==> src/rtl/sdalu_pkg.sv <==
// Package for the saturating DSP ALU: operation codes, word types and
// saturation helper functions. No dependencies.
`default_nettype none

package sdalu_pkg;

  localparam int unsigned WordW = 32;
  localparam int unsigned HalfW = 16;
  localparam int unsigned RegW  = 4;
  localparam logic [RegW-1:0] PcIndex = 4'd15;

  typedef enum logic [3:0] {
    OP_SSAT   = 4'd0,
    OP_SSAT16 = 4'd1,
    OP_USAT   = 4'd2,
    OP_USAT16 = 4'd3,
    OP_QADD   = 4'd4,
    OP_QSUB   = 4'd5,
    OP_QDADD  = 4'd6,
    OP_QDSUB  = 4'd7,
    OP_QASX   = 4'd8,
    OP_QSAX   = 4'd9,
    OP_UQASX  = 4'd10,
    OP_UQSAX  = 4'd11
  } op_e;

  // One input word as held in the input register
  typedef struct packed {
    logic [3:0]       operation;
    logic [WordW-1:0] rn_value;
    logic [WordW-1:0] rm_value;
    logic [RegW-1:0]  rn_index;
    logic [RegW-1:0]  rm_index;
    logic [RegW-1:0]  dest_reg;
    logic [4:0]       sat_imm;
    logic [4:0]       shift_amount;
    logic             shift_is_asr;
    logic             cond_passed;
  } item_t;

  // One result word as held in the output register
  typedef struct packed {
    logic [WordW-1:0] result_value;
    logic             write_enable;
    logic [RegW-1:0]  write_reg;
    logic             sticky_q;
    logic             unpredictable;
  } result_t;

  // Signed saturation of a word to k+1 bits; returns {overflow, value}
  function automatic logic [WordW:0] sat_signed32(logic [WordW-1:0] v, logic [4:0] k);
    logic [WordW-1:0] sh;
    logic [WordW-1:0] hi;
    logic             fits;
    sh   = $signed(v) >>> k;
    fits = (sh == '0) || (sh == '1);
    hi   = (WordW'(1) << k) - WordW'(1);
    if (fits) return {1'b0, v};
    return {1'b1, (v[WordW-1] ? ~hi : hi)};
  endfunction

  // Unsigned saturation of a signed word to k bits; returns {overflow, value}
  function automatic logic [WordW:0] sat_unsigned32(logic [WordW-1:0] v, logic [4:0] k);
    logic [WordW-1:0] hi;
    hi = (WordW'(1) << k) - WordW'(1);
    if (v[WordW-1]) return {1'b1, {WordW{1'b0}}};
    if ((v >> k) != '0) return {1'b1, hi};
    return {1'b0, v};
  endfunction

  // Signed saturation of a half to k+1 bits; returns {overflow, value}
  function automatic logic [HalfW:0] sat_signed16(logic [HalfW-1:0] v, logic [3:0] k);
    logic [HalfW-1:0] sh;
    logic [HalfW-1:0] hi;
    logic             fits;
    sh   = $signed(v) >>> k;
    fits = (sh == '0) || (sh == '1);
    hi   = (HalfW'(1) << k) - HalfW'(1);
    if (fits) return {1'b0, v};
    return {1'b1, (v[HalfW-1] ? ~hi : hi)};
  endfunction

  // Unsigned saturation of a signed half to k bits; returns {overflow, value}
  function automatic logic [HalfW:0] sat_unsigned16(logic [HalfW-1:0] v, logic [3:0] k);
    logic [HalfW-1:0] hi;
    hi = (HalfW'(1) << k) - HalfW'(1);
    if (v[HalfW-1]) return {1'b1, {HalfW{1'b0}}};
    if ((v >> k) != '0) return {1'b1, hi};
    return {1'b0, v};
  endfunction

  // 17-bit signed sum/difference of two halves, clamped to signed 16 bits
  function automatic logic [HalfW-1:0] clamp_s16(logic [HalfW:0] s);
    if (s[HalfW] != s[HalfW-1]) return s[HalfW] ? 16'h8000 : 16'h7FFF;
    return s[HalfW-1:0];
  endfunction

endpackage

`default_nettype wire

==> src/rtl/sdalu_if.sv <==
// Valid/ready channel interfaces for the saturating DSP ALU.
// No dependencies; the field widths are written out as literals.
`default_nettype none

interface sdalu_in_if;
  logic        valid;
  logic        ready;
  logic [3:0]  operation;
  logic [31:0] rn_value;
  logic [31:0] rm_value;
  logic [3:0]  rn_index;
  logic [3:0]  rm_index;
  logic [3:0]  dest_reg;
  logic [4:0]  sat_imm;
  logic [4:0]  shift_amount;
  logic        shift_is_asr;
  logic        cond_passed;

  modport source (
    output valid, operation, rn_value, rm_value, rn_index, rm_index, dest_reg,
           sat_imm, shift_amount, shift_is_asr, cond_passed,
    input  ready
  );
  modport sink (
    input  valid, operation, rn_value, rm_value, rn_index, rm_index, dest_reg,
           sat_imm, shift_amount, shift_is_asr, cond_passed,
    output ready
  );
endinterface

interface sdalu_out_if;
  logic        valid;
  logic        ready;
  logic [31:0] result_value;
  logic        write_enable;
  logic [3:0]  write_reg;
  logic        sticky_q;
  logic        unpredictable;

  modport source (
    output valid, result_value, write_enable, write_reg, sticky_q, unpredictable,
    input  ready
  );
  modport sink (
    input  valid, result_value, write_enable, write_reg, sticky_q, unpredictable,
    output ready
  );
endinterface

`default_nettype wire

==> src/rtl/sdalu_exec.sv <==
// Combinational execute logic: shift, saturate, saturating add/sub and the
// exchange forms. Depends on sdalu_pkg.
`default_nettype none

module sdalu_exec (
  input  var sdalu_pkg::item_t   item_i,
  input  var logic               q_i,
  output var sdalu_pkg::result_t res_o,
  output var logic               set_q_o
);

  sdalu_pkg::op_e op;
  logic           unpred;
  logic           we;
  logic [31:0]    shifted;
  logic [31:0]    rn;
  logic [31:0]    rm;
  logic [32:0]    sat_w;
  logic [16:0]    sat_lo;
  logic [16:0]    sat_hi;
  logic [32:0]    sum;
  logic [32:0]    dbl;
  logic [31:0]    dbl_sat;
  logic           dbl_ovf;
  logic [16:0]    hs_lo;
  logic [16:0]    hs_hi;
  logic [31:0]    value;
  logic           ovf;

  assign op = sdalu_pkg::op_e'(item_i.operation);
  assign rn = item_i.rn_value;
  assign rm = item_i.rm_value;

  // PC operand check; unused codes do nothing at all
  always_comb begin
    unpred = 1'b0;
    if (item_i.operation inside {[sdalu_pkg::OP_SSAT:sdalu_pkg::OP_UQSAX]}) begin
      unpred = (item_i.dest_reg == sdalu_pkg::PcIndex) ||
               (item_i.rn_index == sdalu_pkg::PcIndex) ||
               ((item_i.operation inside {[sdalu_pkg::OP_QADD:sdalu_pkg::OP_UQSAX]}) &&
                (item_i.rm_index == sdalu_pkg::PcIndex));
    end
  end
  assign we = !unpred && item_i.cond_passed &&
              (item_i.operation inside {[sdalu_pkg::OP_SSAT:sdalu_pkg::OP_UQSAX]});

  // Immediate shift for SSAT/USAT; ASR #0 means ASR #32
  always_comb begin
    if (!item_i.shift_is_asr) begin
      shifted = rn << item_i.shift_amount;
    end else if (item_i.shift_amount == '0) begin
      shifted = {32{rn[31]}};
    end else begin
      shifted = $signed(rn) >>> item_i.shift_amount;
    end
  end

  // Doubling of Rn for QDADD/QDSUB
  assign dbl     = {rn[31], rn} + {rn[31], rn};
  assign dbl_ovf = (dbl[32] != dbl[31]);
  assign dbl_sat = dbl_ovf ? (dbl[32] ? 32'h8000_0000 : 32'h7FFF_FFFF) : dbl[31:0];

  // Operation select
  always_comb begin
    value  = '0;
    ovf    = 1'b0;
    sat_w  = '0;
    sat_lo = '0;
    sat_hi = '0;
    sum    = '0;
    hs_lo  = '0;
    hs_hi  = '0;
    case (op)
      sdalu_pkg::OP_SSAT: begin
        sat_w = sdalu_pkg::sat_signed32(shifted, item_i.sat_imm);
        value = sat_w[31:0];
        ovf   = sat_w[32];
      end
      sdalu_pkg::OP_USAT: begin
        sat_w = sdalu_pkg::sat_unsigned32(shifted, item_i.sat_imm);
        value = sat_w[31:0];
        ovf   = sat_w[32];
      end
      sdalu_pkg::OP_SSAT16: begin
        sat_lo = sdalu_pkg::sat_signed16(rn[15:0], item_i.sat_imm[3:0]);
        sat_hi = sdalu_pkg::sat_signed16(rn[31:16], item_i.sat_imm[3:0]);
        value  = {sat_hi[15:0], sat_lo[15:0]};
        ovf    = sat_lo[16] | sat_hi[16];
      end
      sdalu_pkg::OP_USAT16: begin
        sat_lo = sdalu_pkg::sat_unsigned16(rn[15:0], item_i.sat_imm[3:0]);
        sat_hi = sdalu_pkg::sat_unsigned16(rn[31:16], item_i.sat_imm[3:0]);
        value  = {sat_hi[15:0], sat_lo[15:0]};
        ovf    = sat_lo[16] | sat_hi[16];
      end
      sdalu_pkg::OP_QADD, sdalu_pkg::OP_QSUB, sdalu_pkg::OP_QDADD,
      sdalu_pkg::OP_QDSUB: begin
        if (op == sdalu_pkg::OP_QADD) begin
          sum = {rm[31], rm} + {rn[31], rn};
        end else if (op == sdalu_pkg::OP_QSUB) begin
          sum = {rm[31], rm} - {rn[31], rn};
        end else if (op == sdalu_pkg::OP_QDADD) begin
          sum = {rm[31], rm} + {dbl_sat[31], dbl_sat};
        end else begin
          sum = {rm[31], rm} - {dbl_sat[31], dbl_sat};
        end
        ovf   = (sum[32] != sum[31]) ||
                (dbl_ovf && (op == sdalu_pkg::OP_QDADD || op == sdalu_pkg::OP_QDSUB));
        value = (sum[32] != sum[31]) ? (sum[32] ? 32'h8000_0000 : 32'h7FFF_FFFF)
                                     : sum[31:0];
      end
      sdalu_pkg::OP_QASX: begin
        hs_lo = {rn[15], rn[15:0]} - {rm[31], rm[31:16]};
        hs_hi = {rn[31], rn[31:16]} + {rm[15], rm[15:0]};
        value = {sdalu_pkg::clamp_s16(hs_hi), sdalu_pkg::clamp_s16(hs_lo)};
      end
      sdalu_pkg::OP_QSAX: begin
        hs_lo = {rn[15], rn[15:0]} + {rm[31], rm[31:16]};
        hs_hi = {rn[31], rn[31:16]} - {rm[15], rm[15:0]};
        value = {sdalu_pkg::clamp_s16(hs_hi), sdalu_pkg::clamp_s16(hs_lo)};
      end
      sdalu_pkg::OP_UQASX: begin
        // low half: borrow clamps to 0; high half: carry clamps to all ones
        hs_lo = {1'b0, rn[15:0]} - {1'b0, rm[31:16]};
        hs_hi = {1'b0, rn[31:16]} + {1'b0, rm[15:0]};
        value = {(hs_hi[16] ? 16'hFFFF : hs_hi[15:0]), (hs_lo[16] ? 16'h0000 : hs_lo[15:0])};
      end
      sdalu_pkg::OP_UQSAX: begin
        hs_lo = {1'b0, rn[15:0]} + {1'b0, rm[31:16]};
        hs_hi = {1'b0, rn[31:16]} - {1'b0, rm[15:0]};
        value = {(hs_hi[16] ? 16'h0000 : hs_hi[15:0]), (hs_lo[16] ? 16'hFFFF : hs_lo[15:0])};
      end
      default: begin
        value = '0;
        ovf   = 1'b0;
      end
    endcase
  end

  assign set_q_o = we && ovf;

  always_comb begin
    res_o.result_value  = we ? value : '0;
    res_o.write_enable  = we;
    res_o.write_reg     = item_i.dest_reg;
    res_o.sticky_q      = q_i | set_q_o;
    res_o.unpredictable = unpred;
  end

endmodule

`default_nettype wire

==> src/rtl/saturating_dsp_alu.sv <==
// Top level of the saturating DSP ALU: input register, execute logic and
// result register with the sticky Q flag. Depends on sdalu_pkg, sdalu_if, sdalu_exec.
//
//   channel | dir | word                                   | handshake
//   in_i    | in  | operation, operands, indices, immediates | valid/ready
//   out_o   | out | result, write enable/reg, Q, unpredictable | valid/ready
//
// One word per cycle sustained while out_o is not stalled; a word passes the input
// register, then the result register after the execute logic, before it shows at out_o.
// Reset clears both valid bits and the Q flag.
// When out_o stalls, the input register still fills; in_i.ready drops only
// when both registers hold words and the result is not being taken.
`default_nettype none

module saturating_dsp_alu (
  input  wire           clk_i,
  input  wire           rst_ni,
  sdalu_in_if.sink      in_i,
  sdalu_out_if.source   out_o
);

  sdalu_pkg::item_t   s1_q;
  sdalu_pkg::item_t   s1_d;
  logic               v1_q;
  sdalu_pkg::result_t s2_q;
  sdalu_pkg::result_t s2_d;
  logic               v2_q;
  logic               q_q;
  logic               set_q;
  logic               adv2;
  logic               adv1;

  // Stage advance
  assign adv2       = !v2_q || out_o.ready;
  assign adv1       = !v1_q || adv2;
  assign in_i.ready = adv1;

  always_comb begin
    s1_d.operation    = in_i.operation;
    s1_d.rn_value     = in_i.rn_value;
    s1_d.rm_value     = in_i.rm_value;
    s1_d.rn_index     = in_i.rn_index;
    s1_d.rm_index     = in_i.rm_index;
    s1_d.dest_reg     = in_i.dest_reg;
    s1_d.sat_imm      = in_i.sat_imm;
    s1_d.shift_amount = in_i.shift_amount;
    s1_d.shift_is_asr = in_i.shift_is_asr;
    s1_d.cond_passed  = in_i.cond_passed;
  end

  sdalu_exec u_exec (
    .item_i  (s1_q),
    .q_i     (q_q),
    .res_o   (s2_d),
    .set_q_o (set_q)
  );

  // Control: valid bits and sticky flag
  always_ff @(posedge clk_i or negedge rst_ni) begin
    if (!rst_ni) begin
      v1_q <= 1'b0;
      v2_q <= 1'b0;
      q_q  <= 1'b0;
    end else begin
      if (adv1) v1_q <= in_i.valid;
      if (adv2) v2_q <= v1_q;
      if (adv2 && v1_q && set_q) q_q <= 1'b1;
    end
  end

  // Payload registers
  always_ff @(posedge clk_i) begin
    if (adv1 && in_i.valid) s1_q <= s1_d;
    if (adv2 && v1_q) s2_q <= s2_d;
  end

  assign out_o.valid         = v2_q;
  assign out_o.result_value  = s2_q.result_value;
  assign out_o.write_enable  = s2_q.write_enable;
  assign out_o.write_reg     = s2_q.write_reg;
  assign out_o.sticky_q      = s2_q.sticky_q;
  assign out_o.unpredictable = s2_q.unpredictable;

endmodule

`default_nettype wire

==> src/flat_wrapper.sv <==
// flat-port wrapper written by rule: the top's interface ports become plain ports
module saturating_dsp_alu_flat 
  (clk_i, rst_ni, in_i_valid, in_i_operation, in_i_rn_value, in_i_rm_value, in_i_rn_index, in_i_rm_index, in_i_dest_reg, in_i_sat_imm, in_i_shift_amount, in_i_shift_is_asr, in_i_cond_passed, in_i_ready, out_o_valid, out_o_result_value, out_o_write_enable, out_o_write_reg, out_o_sticky_q, out_o_unpredictable, out_o_ready);
  sdalu_in_if in_i_i ();
  sdalu_out_if out_o_i ();
  input  wire clk_i;
  input  wire rst_ni;
  input wire logic [$bits(in_i_i.valid)-1:0] in_i_valid;
  input wire logic [$bits(in_i_i.operation)-1:0] in_i_operation;
  input wire logic [$bits(in_i_i.rn_value)-1:0] in_i_rn_value;
  input wire logic [$bits(in_i_i.rm_value)-1:0] in_i_rm_value;
  input wire logic [$bits(in_i_i.rn_index)-1:0] in_i_rn_index;
  input wire logic [$bits(in_i_i.rm_index)-1:0] in_i_rm_index;
  input wire logic [$bits(in_i_i.dest_reg)-1:0] in_i_dest_reg;
  input wire logic [$bits(in_i_i.sat_imm)-1:0] in_i_sat_imm;
  input wire logic [$bits(in_i_i.shift_amount)-1:0] in_i_shift_amount;
  input wire logic [$bits(in_i_i.shift_is_asr)-1:0] in_i_shift_is_asr;
  input wire logic [$bits(in_i_i.cond_passed)-1:0] in_i_cond_passed;
  output wire logic [$bits(in_i_i.ready)-1:0] in_i_ready;
  output wire logic [$bits(out_o_i.valid)-1:0] out_o_valid;
  output wire logic [$bits(out_o_i.result_value)-1:0] out_o_result_value;
  output wire logic [$bits(out_o_i.write_enable)-1:0] out_o_write_enable;
  output wire logic [$bits(out_o_i.write_reg)-1:0] out_o_write_reg;
  output wire logic [$bits(out_o_i.sticky_q)-1:0] out_o_sticky_q;
  output wire logic [$bits(out_o_i.unpredictable)-1:0] out_o_unpredictable;
  input wire logic [$bits(out_o_i.ready)-1:0] out_o_ready;
  assign in_i_i.valid = in_i_valid;
  assign in_i_i.operation = in_i_operation;
  assign in_i_i.rn_value = in_i_rn_value;
  assign in_i_i.rm_value = in_i_rm_value;
  assign in_i_i.rn_index = in_i_rn_index;
  assign in_i_i.rm_index = in_i_rm_index;
  assign in_i_i.dest_reg = in_i_dest_reg;
  assign in_i_i.sat_imm = in_i_sat_imm;
  assign in_i_i.shift_amount = in_i_shift_amount;
  assign in_i_i.shift_is_asr = in_i_shift_is_asr;
  assign in_i_i.cond_passed = in_i_cond_passed;
  assign in_i_ready = in_i_i.ready;
  assign out_o_valid = out_o_i.valid;
  assign out_o_result_value = out_o_i.result_value;
  assign out_o_write_enable = out_o_i.write_enable;
  assign out_o_write_reg = out_o_i.write_reg;
  assign out_o_sticky_q = out_o_i.sticky_q;
  assign out_o_unpredictable = out_o_i.unpredictable;
  assign out_o_i.ready = out_o_ready;
  saturating_dsp_alu u_core (.clk_i(clk_i), .rst_ni(rst_ni), .in_i(in_i_i), .out_o(out_o_i));
endmodule
==> config.mk <==
export PLATFORM = sky130hd
export DESIGN_NAME = saturating_dsp_alu_flat
export DESIGN_NICKNAME = d
export VERILOG_FILES = /design/src/rtl/sdalu_pkg.sv /design/src/rtl/sdalu_if.sv /design/src/rtl/sdalu_exec.sv /design/src/rtl/saturating_dsp_alu.sv /design/src/flat_wrapper.sv
export SDC_FILE = /design/constraint.sdc
export NUM_CORES = 1
export LEC_CHECK = 0
export ABC_AREA = 1
export BUFFER_PORTS_ARGS = -buffer_cell sky130_fd_sc_hd__buf_4
export CAP_MARGIN = 10
export CORE_MARGIN = 3
export CORE_UTILIZATION = 40
export DETAILED_ROUTE_END_ITERATION = 6
export SYNTH_ARGS = -nofsm -noshare
export SYNTH_HDL_FRONTEND = slang
export SYNTH_SLANG_ARGS = --single-unit
==> constraint.sdc <==
create_clock -name clk_i -period 15.4 [get_ports clk_i]
set_input_delay 0 -clock clk_i [delete_from_list [all_inputs] [get_ports clk_i]]
set_output_delay 0 -clock clk_i [all_outputs]
set_load 0.05 [all_outputs]
======== Yosys cells after proc, flatten, opt, wreduce, memory -nomap -nowiden ========
Cells that the tools add are included.
operators by class
  order comparisons ....................... 3
  eq/ne operators ......................... 23
  add/sub/neg operators ................... 15
  reductions and logical operators ........ 31
  shift-type cells ........................ 10
  bitwise logic cells ..................... 5
  mux-type cells .......................... 83
operator list
  kind                                                                  number
  33-bit 2-to-1 mux                                                     10
  16-bit 2-to-1 mux                                                     18
  32-bit one-hot mux with 9 select lines                                1
  17-bit 2-to-1 mux                                                     16
  32-bit 2-to-1 mux                                                     7
  32-bit by 32-bit adder with 33-bit output                             3
  16-bit by 16-bit adder with 17-bit output                             4
  16-bit by 16-bit subtractor with 17-bit output                        4
  32-bit by 32-bit subtractor with 33-bit output                        2
  32-bit by 5-bit >>> shifter with 32-bit output                        2
  16-bit equality test, second input constant                           2
  32-bit equality test, second input constant                           1
  16-bit zero test                                                      2
  32-bit zero test                                                      1
  32-bit NOT                                                            1
  16-bit nonzero test                                                   2
  32-bit nonzero test                                                   1
  1-bit by 5-bit << shifter with 32-bit output, first input constant    1
  32-bit by 5-bit << shifter with 32-bit output                         1
  16-bit by 4-bit right shift with 16-bit output                        2
  32-bit by 5-bit right shift with 32-bit output                        1
  16-bit by 4-bit >>> shifter with 16-bit output                        2
  32-bit by 2-bit subtractor with 32-bit output, second input constant  1
  1-bit 2-to-1 mux                                                      30
  19 further kinds                                                      55
storage, ports and cells
  input port bits ......................... 96
  logic and storage cells ................. 188
  register bits after elaboration ......... 134
  output and inout bits ................... 41

======== Depth between registers and ports, before layout ========
  word-level depth ........................ 13
  gate-level depth with buffers ........... 49
  depth with buffers taken out ............ 49

======== Cells and area by module ========
From an unflattened synthesis, not the netlist that was laid out.
unflattened totals
  cell total of the unflattened synthesis .. 4487
  area, all modules ....................... 25095.3 µm²
modules (own cells, without submodules)
  module              seq. area each (µm²)  cells each  instances  area an instance (µm²)
  sdalu_exec          0.0                   4340        1          21028.9
  saturating_dsp_alu  4008.8                147         1          4066.4

======== Worst setup path before layout ========
OpenSTA, ideal clock, no wires.
  path kind ............................... register to register
  start ................................... reg u_core.s1_q[87] in the netlist's numbering
  end ..................................... reg u_core.s2_q (netlist bit u_core.out_o.result_value[23]), data pin
  arrival time ............................ 5.995 ns
  buffers on the path ..................... 4
  slack ................................... 9.127 ns
  cell stages (with the launch flop) ...... 45
  required time ........................... 15.123 ns
  period minus slack after synthesis ...... 6.273 ns
  setup time .............................. 0.277 ns
  cells stage by stage .................... edfxtp_1 -> inv_2 -> buf_1 -> buf_1 -> ha_1 -> inv_1 -> nand2_1 -> nand3_1 -> nand2_1 -> nand3_1 -> nor2_1 -> nand2_1 -> nor2_1 -> nand3b_1 -> o21ai_0 -> nor2_2 -> nand2_1 -> nor2_1 -> [9 not listed] -> o21ai_1 -> nand3_1 -> o21ai_1 -> ha_1 -> a21oi_1 -> o21ai_0 -> a221oi_1 -> nand2_1 -> xor2_1 -> inv_1 -> nand3_2 -> nand2_2 -> nand2_4 -> nand2_4 -> buf_8 -> buf_12 -> o21ai_2 -> a21oi_2
between the ends
  word-level cells in the longest chain between the ends .. 11
  elaborated cells on any way between the ends .. 77
  those cells by class .................... add/sub (9); eq/ne (6); shift (6); mux (50); reduce/logical (6)
RTL lines
  what                                                                                                                RTL line                            text
  start: declaration                                                                                                  saturating_dsp_alu.sv:22            sdalu_pkg::item_t s1_q;
  start signal: assignment                                                                                            saturating_dsp_alu.sv:73            if (adv1 && in_i.valid) s1_q <= s1_d;
  32-bit by 32-bit adder with 33-bit output / 32-bit by 5-bit >>> shifter with 32-bit output (equally long branches)  sdalu_exec.sv:59, sdalu_exec.sv:54
  32-bit 2-to-1 mux, or another cell as far along                                                                     sdalu_exec.sv:61                    assign dbl_sat = dbl_ovf ? (dbl[32] ? 32'h8000_0000 : 32'h7FFF_FFFF) : dbl[31:0];
  32-bit 2-to-1 mux, on equally long branches                                                                         sdalu_exec.sv:61, sdalu_exec.sv:49
  32-bit by 32-bit subtractor with 33-bit output, or another cell as far along                                        sdalu_exec.sv:105                   sum = {rm[31], rm} - {dbl_sat[31], dbl_sat};
  33-bit 2-to-1 mux / 32-bit nonzero test (equally long branches)                                                     sdalu_exec.sv:102, sdalu_pkg.sv:67
  33-bit 2-to-1 mux / 1-bit 2-to-1 mux (equally long branches)                                                        sdalu_exec.sv:100, sdalu_pkg.sv:67
  33-bit 2-to-1 mux / 1-bit 2-to-1 mux (equally long branches)                                                        sdalu_exec.sv:98, sdalu_pkg.sv:67
  33-bit 2-to-1 mux / 1-bit 2-to-1 mux (equally long branches)                                                        sdalu_exec.sv:73                    case (op)
  32-bit 2-to-1 mux, or another cell as far along                                                                     sdalu_exec.sv:109                   value = (sum[32] != sum[31]) ? (sum[32] ? 32'h8000_0000 : 32'h7FFF_FFFF)
  32-bit 2-to-1 mux / 33-bit 2-to-1 mux (equally long branches)                                                       sdalu_exec.sv:109, sdalu_pkg.sv:67
  32-bit one-hot mux with 9 select lines (*)                                                                          sdalu_exec.sv:73
  end signal: assignment                                                                                              saturating_dsp_alu.sv:74            if (adv2 && v1_q) s2_q <= s2_d;
  end: declaration                                                                                                    saturating_dsp_alu.sv:25            sdalu_pkg::result_t s2_q;
Every way passes the cells marked *; elsewhere a longest branch is shown, timed or not. The select of a mux whose other input is x is not followed.
A chain may end at the register's enable or synchronous reset.

======== Worst setup path after layout ========
  start ................................... reg u_core.s1_q[86] in the netlist's numbering
  end ..................................... reg u_core.s2_q (netlist bit u_core.out_o.result_value[10]), data pin
Same word-level chain as after synthesis.

==> flow_results.org <==
** Critical path
- The worst register-to-register path begins at u_core.s1_q[86].
- Worst path most repeated cell :: sky130_fd_sc_hd__nand2_1
- Crit path max fanout :: 46
- The worst setup path is of the reg -> reg kind.
- The slowest stage of the critical path is the sky130_fd_sc_hd__edfxtp_1 cell.
- Startpoint types :: flop
- Tracing the worst setup path back leads to its startpoint at u_core.s1_q[86].
- Number of buffer and inverter stages on the critical path :: 6
- Data arrival time of the critical path :: 8.58 ns
- Crit end category :: flop
- Cell family contributing the most delay on the critical path :: simple AND/OR/NAND/NOR gates
- CP max stage delay :: 0.73 ns
- Data required time of the worst path :: 15.73 ns

** Route
- Across all layers, the routed design uses 30,370 vias.
- DR iter-0 viols :: 4,133
- Post-DR vias/cell :: 5.701
- After detailed routing, the average wire length per cell comes to 21.46 µm.
- For this run, design rule violations remaining after detail routing come to 0.
- The final layout contains routed wiring with a total length of 114.4 mm.
- Residual antenna-violating net count after detailed routing :: 0
- Total iterations of the first detailed-routing run :: 6

** Place
- Detailed placement finished with a half-perimeter wire length of 87.38 mm.
- The congestion estimate from routability-driven global placement came to 1.007.
- Number of buffer cells added on primary ports :: 136
- Total cell area at the placement stage :: 26,400 µm²
- The number of placed instances, taps included, is 5,197.

** Synth
- Of the synthesized area, sequential elements account for 0.1610.
- After synthesis, the netlist uses 73 different library cells.
- For this run, the leading register cell type out of synthesis is sky130_fd_sc_hd__edfxtp_1.
- Cell Area, Synth :: 24,900 µm²
- After synthesis, the share of flip-flops with an asynchronous set or reset is 0.02239.
- The synthesized design contains 131 enable-type register cells.
- Register bit total from synthesis :: 134
- Net count after synthesis :: 4,616
- Mean Syn Cell Area :: 5.656 µm²
- Counting every instance in the synthesized netlist gives 4,403.
- Synthesis warning total :: 0

** Clock tree
- CTS resizes :: 0
- TritonCTS built the clock tree.
- The cell sitting at the root of the clock tree is a sky130_fd_sc_hd__clkbuf_16.
- TritonCTS buffer count :: 17
- Worst-Skew Late Latency :: 0.49 ns
- The clock net in this run drives a total of 134 sinks.
- After clock tree synthesis, the clock-pin slew on the worst setup and hold paths is 0.08 ns.
- Counting along the longest clock path gives a buffer depth of 2.
- In this run the number of H-tree levels came out at 4.

** Timing
- Unrepaired setup endpoints after global routing :: false
- Shortest clock period the worst path allows after layout :: 8.250 ns
- For the final database, setup skew stands at 0.01512 ns.
- Final hold violations :: 0
- Headroom to the max-slew limit :: 0.2270
- Final setup vio count :: 0
- In the finished design, the share of the clock period the worst path needs comes to 0.5357.
- Worst slew pin tran :: 1.155 ns
- Upper clock frequency limit :: 121.2 MHz
- Final hold slack :: 0.2266 ns
- Summed over all failing endpoints, the final setup total negative slack is 0 ns.
- The number of slew-limit violations in the final report was 0.

** Global routing
- The first global-routing pass estimated 169.3 mm of wire.
- Total Routing Usage GR :: 0.3353
- Vias in the first global route :: 27,470
- Aggregate global routing overflow :: 0
- Entering global routing, the biggest net connects 60 pins.
- Number of antenna violations at the first check in global routing :: 3

** Power and ir drop
- In this run the power density over the cells is 83.93 nW/µm².
- IR Drop Worst-Case VDD :: 0.00006772 V
- Summed over all cells, the static leakage comes to 13.94 nW.

** Cells and area
- Summing all non-filler instances in the final layout gives an area of 27,990 µm².
- Proportion of layout cells with a drive suffix above 1 :: 0.07668
- Final std cells w/o fill :: 5,328
- The area growth from synthesis to layout is 12.38%.
- The register with the most flip-flops in the layout has 92 of them.
- For this run, the post-layout net count is 4,699.

** Flow run
- Max-cap violations in this run came to 0.

** Die
- For this configuration, the core starts out at a cell density of 0.4088.
- Core Footprint :: 60,920 µm²
- In this run the core area contains 90 standard-cell rows.
- The floorplan step set the die height to 255.5 µm.
- Chip width :: 255.5 µm
- The die covers 65,290 µm².
- During I/O placement, the number of pins put on the boundary was 137.

** Hold path
- Type of the most critical hold path :: in -> reg
- Startpoint of the tightest hold check path :: in_i_shift_amount[3]

** Status
- The run finished with clean final reports.
## power by group
group          total [mW]  switching, mW  internal [mW]
logic                1.42           1.00          0.421
registers           0.486         0.0449          0.441
clock network       0.439          0.207          0.232
total                2.35           1.26           1.09
## routing by layer
metal	routed length [µm]	global-route usage
met1	48790	0.4639
met2	48570	0.5050
met3	11320	0.06411
met4	5655	0.1511
met5	15	0
## cells in the final DEF (no fill, tap or decap), types with 9 or more instances in the layout
cell,count
sky130_fd_sc_hd__nand3_2,11
sky130_fd_sc_hd__inv_2,24
sky130_fd_sc_hd__o2111ai_1,14
sky130_fd_sc_hd__nand2_1,1465
sky130_fd_sc_hd__o21bai_1,24
sky130_fd_sc_hd__nor2_1,402
sky130_fd_sc_hd__xor2_1,133
sky130_fd_sc_hd__o21ai_0,251
sky130_fd_sc_hd__dlygate4sd3_1,98
sky130_fd_sc_hd__o31ai_1,9
sky130_fd_sc_hd__nor3_1,29
sky130_fd_sc_hd__inv_1,394
sky130_fd_sc_hd__ha_1,112
sky130_fd_sc_hd__o21a_1,10
sky130_fd_sc_hd__xnor2_1,28
sky130_fd_sc_hd__clkinv_1,10
sky130_fd_sc_hd__a31oi_1,17
sky130_fd_sc_hd__a21boi_0,18
sky130_fd_sc_hd__nand4_1,25
sky130_fd_sc_hd__nand3_1,612
sky130_fd_sc_hd__a21oi_2,11
sky130_fd_sc_hd__nor2_2,21
sky130_fd_sc_hd__o211ai_1,50
sky130_fd_sc_hd__edfxtp_1,131
sky130_fd_sc_hd__buf_4,190
sky130_fd_sc_hd__clkbuf_16,17
sky130_fd_sc_hd__nor4_1,12
sky130_fd_sc_hd__nand2_2,17
sky130_fd_sc_hd__o21ai_1,31
sky130_fd_sc_hd__o21ai_2,12
sky130_fd_sc_hd__o22ai_1,11
sky130_fd_sc_hd__a211oi_1,9
sky130_fd_sc_hd__o221ai_1,11
sky130_fd_sc_hd__a21oi_1,189
## worst register-to-register path: cells and delay by family (launching register included)
kind / cells / cell delay, ns
AOI/OAI and AO/OA: 8 / 1.61
xor gates and xnor gates: 1 / 0.17
buffers and inverters: 6 / 1.29
adders and majority gates: 3 / 0.85
DFF: 1 / 0.73
and+or+nand+nor: 28 / 3.44
## kinds of logic after synthesis
family / share of synthesized area
fa+ha+maj: 0.06029
xor+xnor: 0.05662
mux: 0.002412
buf+inv: 0.1050
compound gates: 0.1663
flops: 0.1610
simple gates: 0.4484
## cell type report
cell class	count	area (µm²)
fill	6677	32930
multi-input combinational	3616	18320
sequential	134	4009
timing repair buffer	288	2407
inverter	429	1613
tap	828	1036
clock buffer	17	425.4
clock inverter	15	175.2
antenna	1	2.502
## final timing paths
| path | slack, ns | end | depth (start not counted) |
|---|---|---|---|
| setup reg to reg | 7.15 | u_core.out_o.result_value[10] | 46 |
| setup / recovery | 7.15 | u_core.out_o.result_value[10] | 46 |
| max in group asynchronous | 14.83 | u_core.q_q | 3 |
| min in group asynchronous | 0.40 | u_core.v1_q | 3 |
| hold / removal | 0.23 | u_core.s1_q[5] | 2 |
| hold reg to reg | 0.45 | u_core.out_o.write_reg[2] | 0 |
## stage by stage
| stage | worst slack, ns | utilization | total power, mW |
|---|---|---|---|
| after floorplan | 9.127 | - | 1.447 |
| after global placement | 7.575 | 0.4334 | 1.852 |
| after detailed placement | 7.416 | 0.4334 | 1.844 |
| after CTS | 7.367 | 0.4594 | 2.314 |
| after global routing | 6.387 | 0.4594 | 2.498 |
| final | 7.150 | 0.4594 | 2.349 |
## repair_timing
item                      CTS  global route
hold endpoints to repair   97             0
hold buffers               98             0
setup buffers               0             0
## Yosys cell counts (25+ instances only)
cell,count,area [µm²]
sky130_fd_sc_hd__o21ai_0,251,1256
sky130_fd_sc_hd__xnor2_1,28,245.2
sky130_fd_sc_hd__a21oi_1,190,950.9
sky130_fd_sc_hd__ha_1,112,1401
sky130_fd_sc_hd__clkbuf_1,122,457.9
sky130_fd_sc_hd__nor2_1,405,1520
sky130_fd_sc_hd__o21ai_1,31,155.2
sky130_fd_sc_hd__nor3_1,29,145.1
sky130_fd_sc_hd__nand4_1,25,156.4
sky130_fd_sc_hd__buf_1,53,198.9
sky130_fd_sc_hd__inv_1,395,1483
sky130_fd_sc_hd__edfxtp_1,131,3934
sky130_fd_sc_hd__nand2_1,1466,5503
sky130_fd_sc_hd__buf_2,34,170.2
sky130_fd_sc_hd__xor2_1,133,1165
sky130_fd_sc_hd__nand3_1,613,3068
sky130_fd_sc_hd__o211ai_1,50,375.4
(Power assumes the default switching activity.)
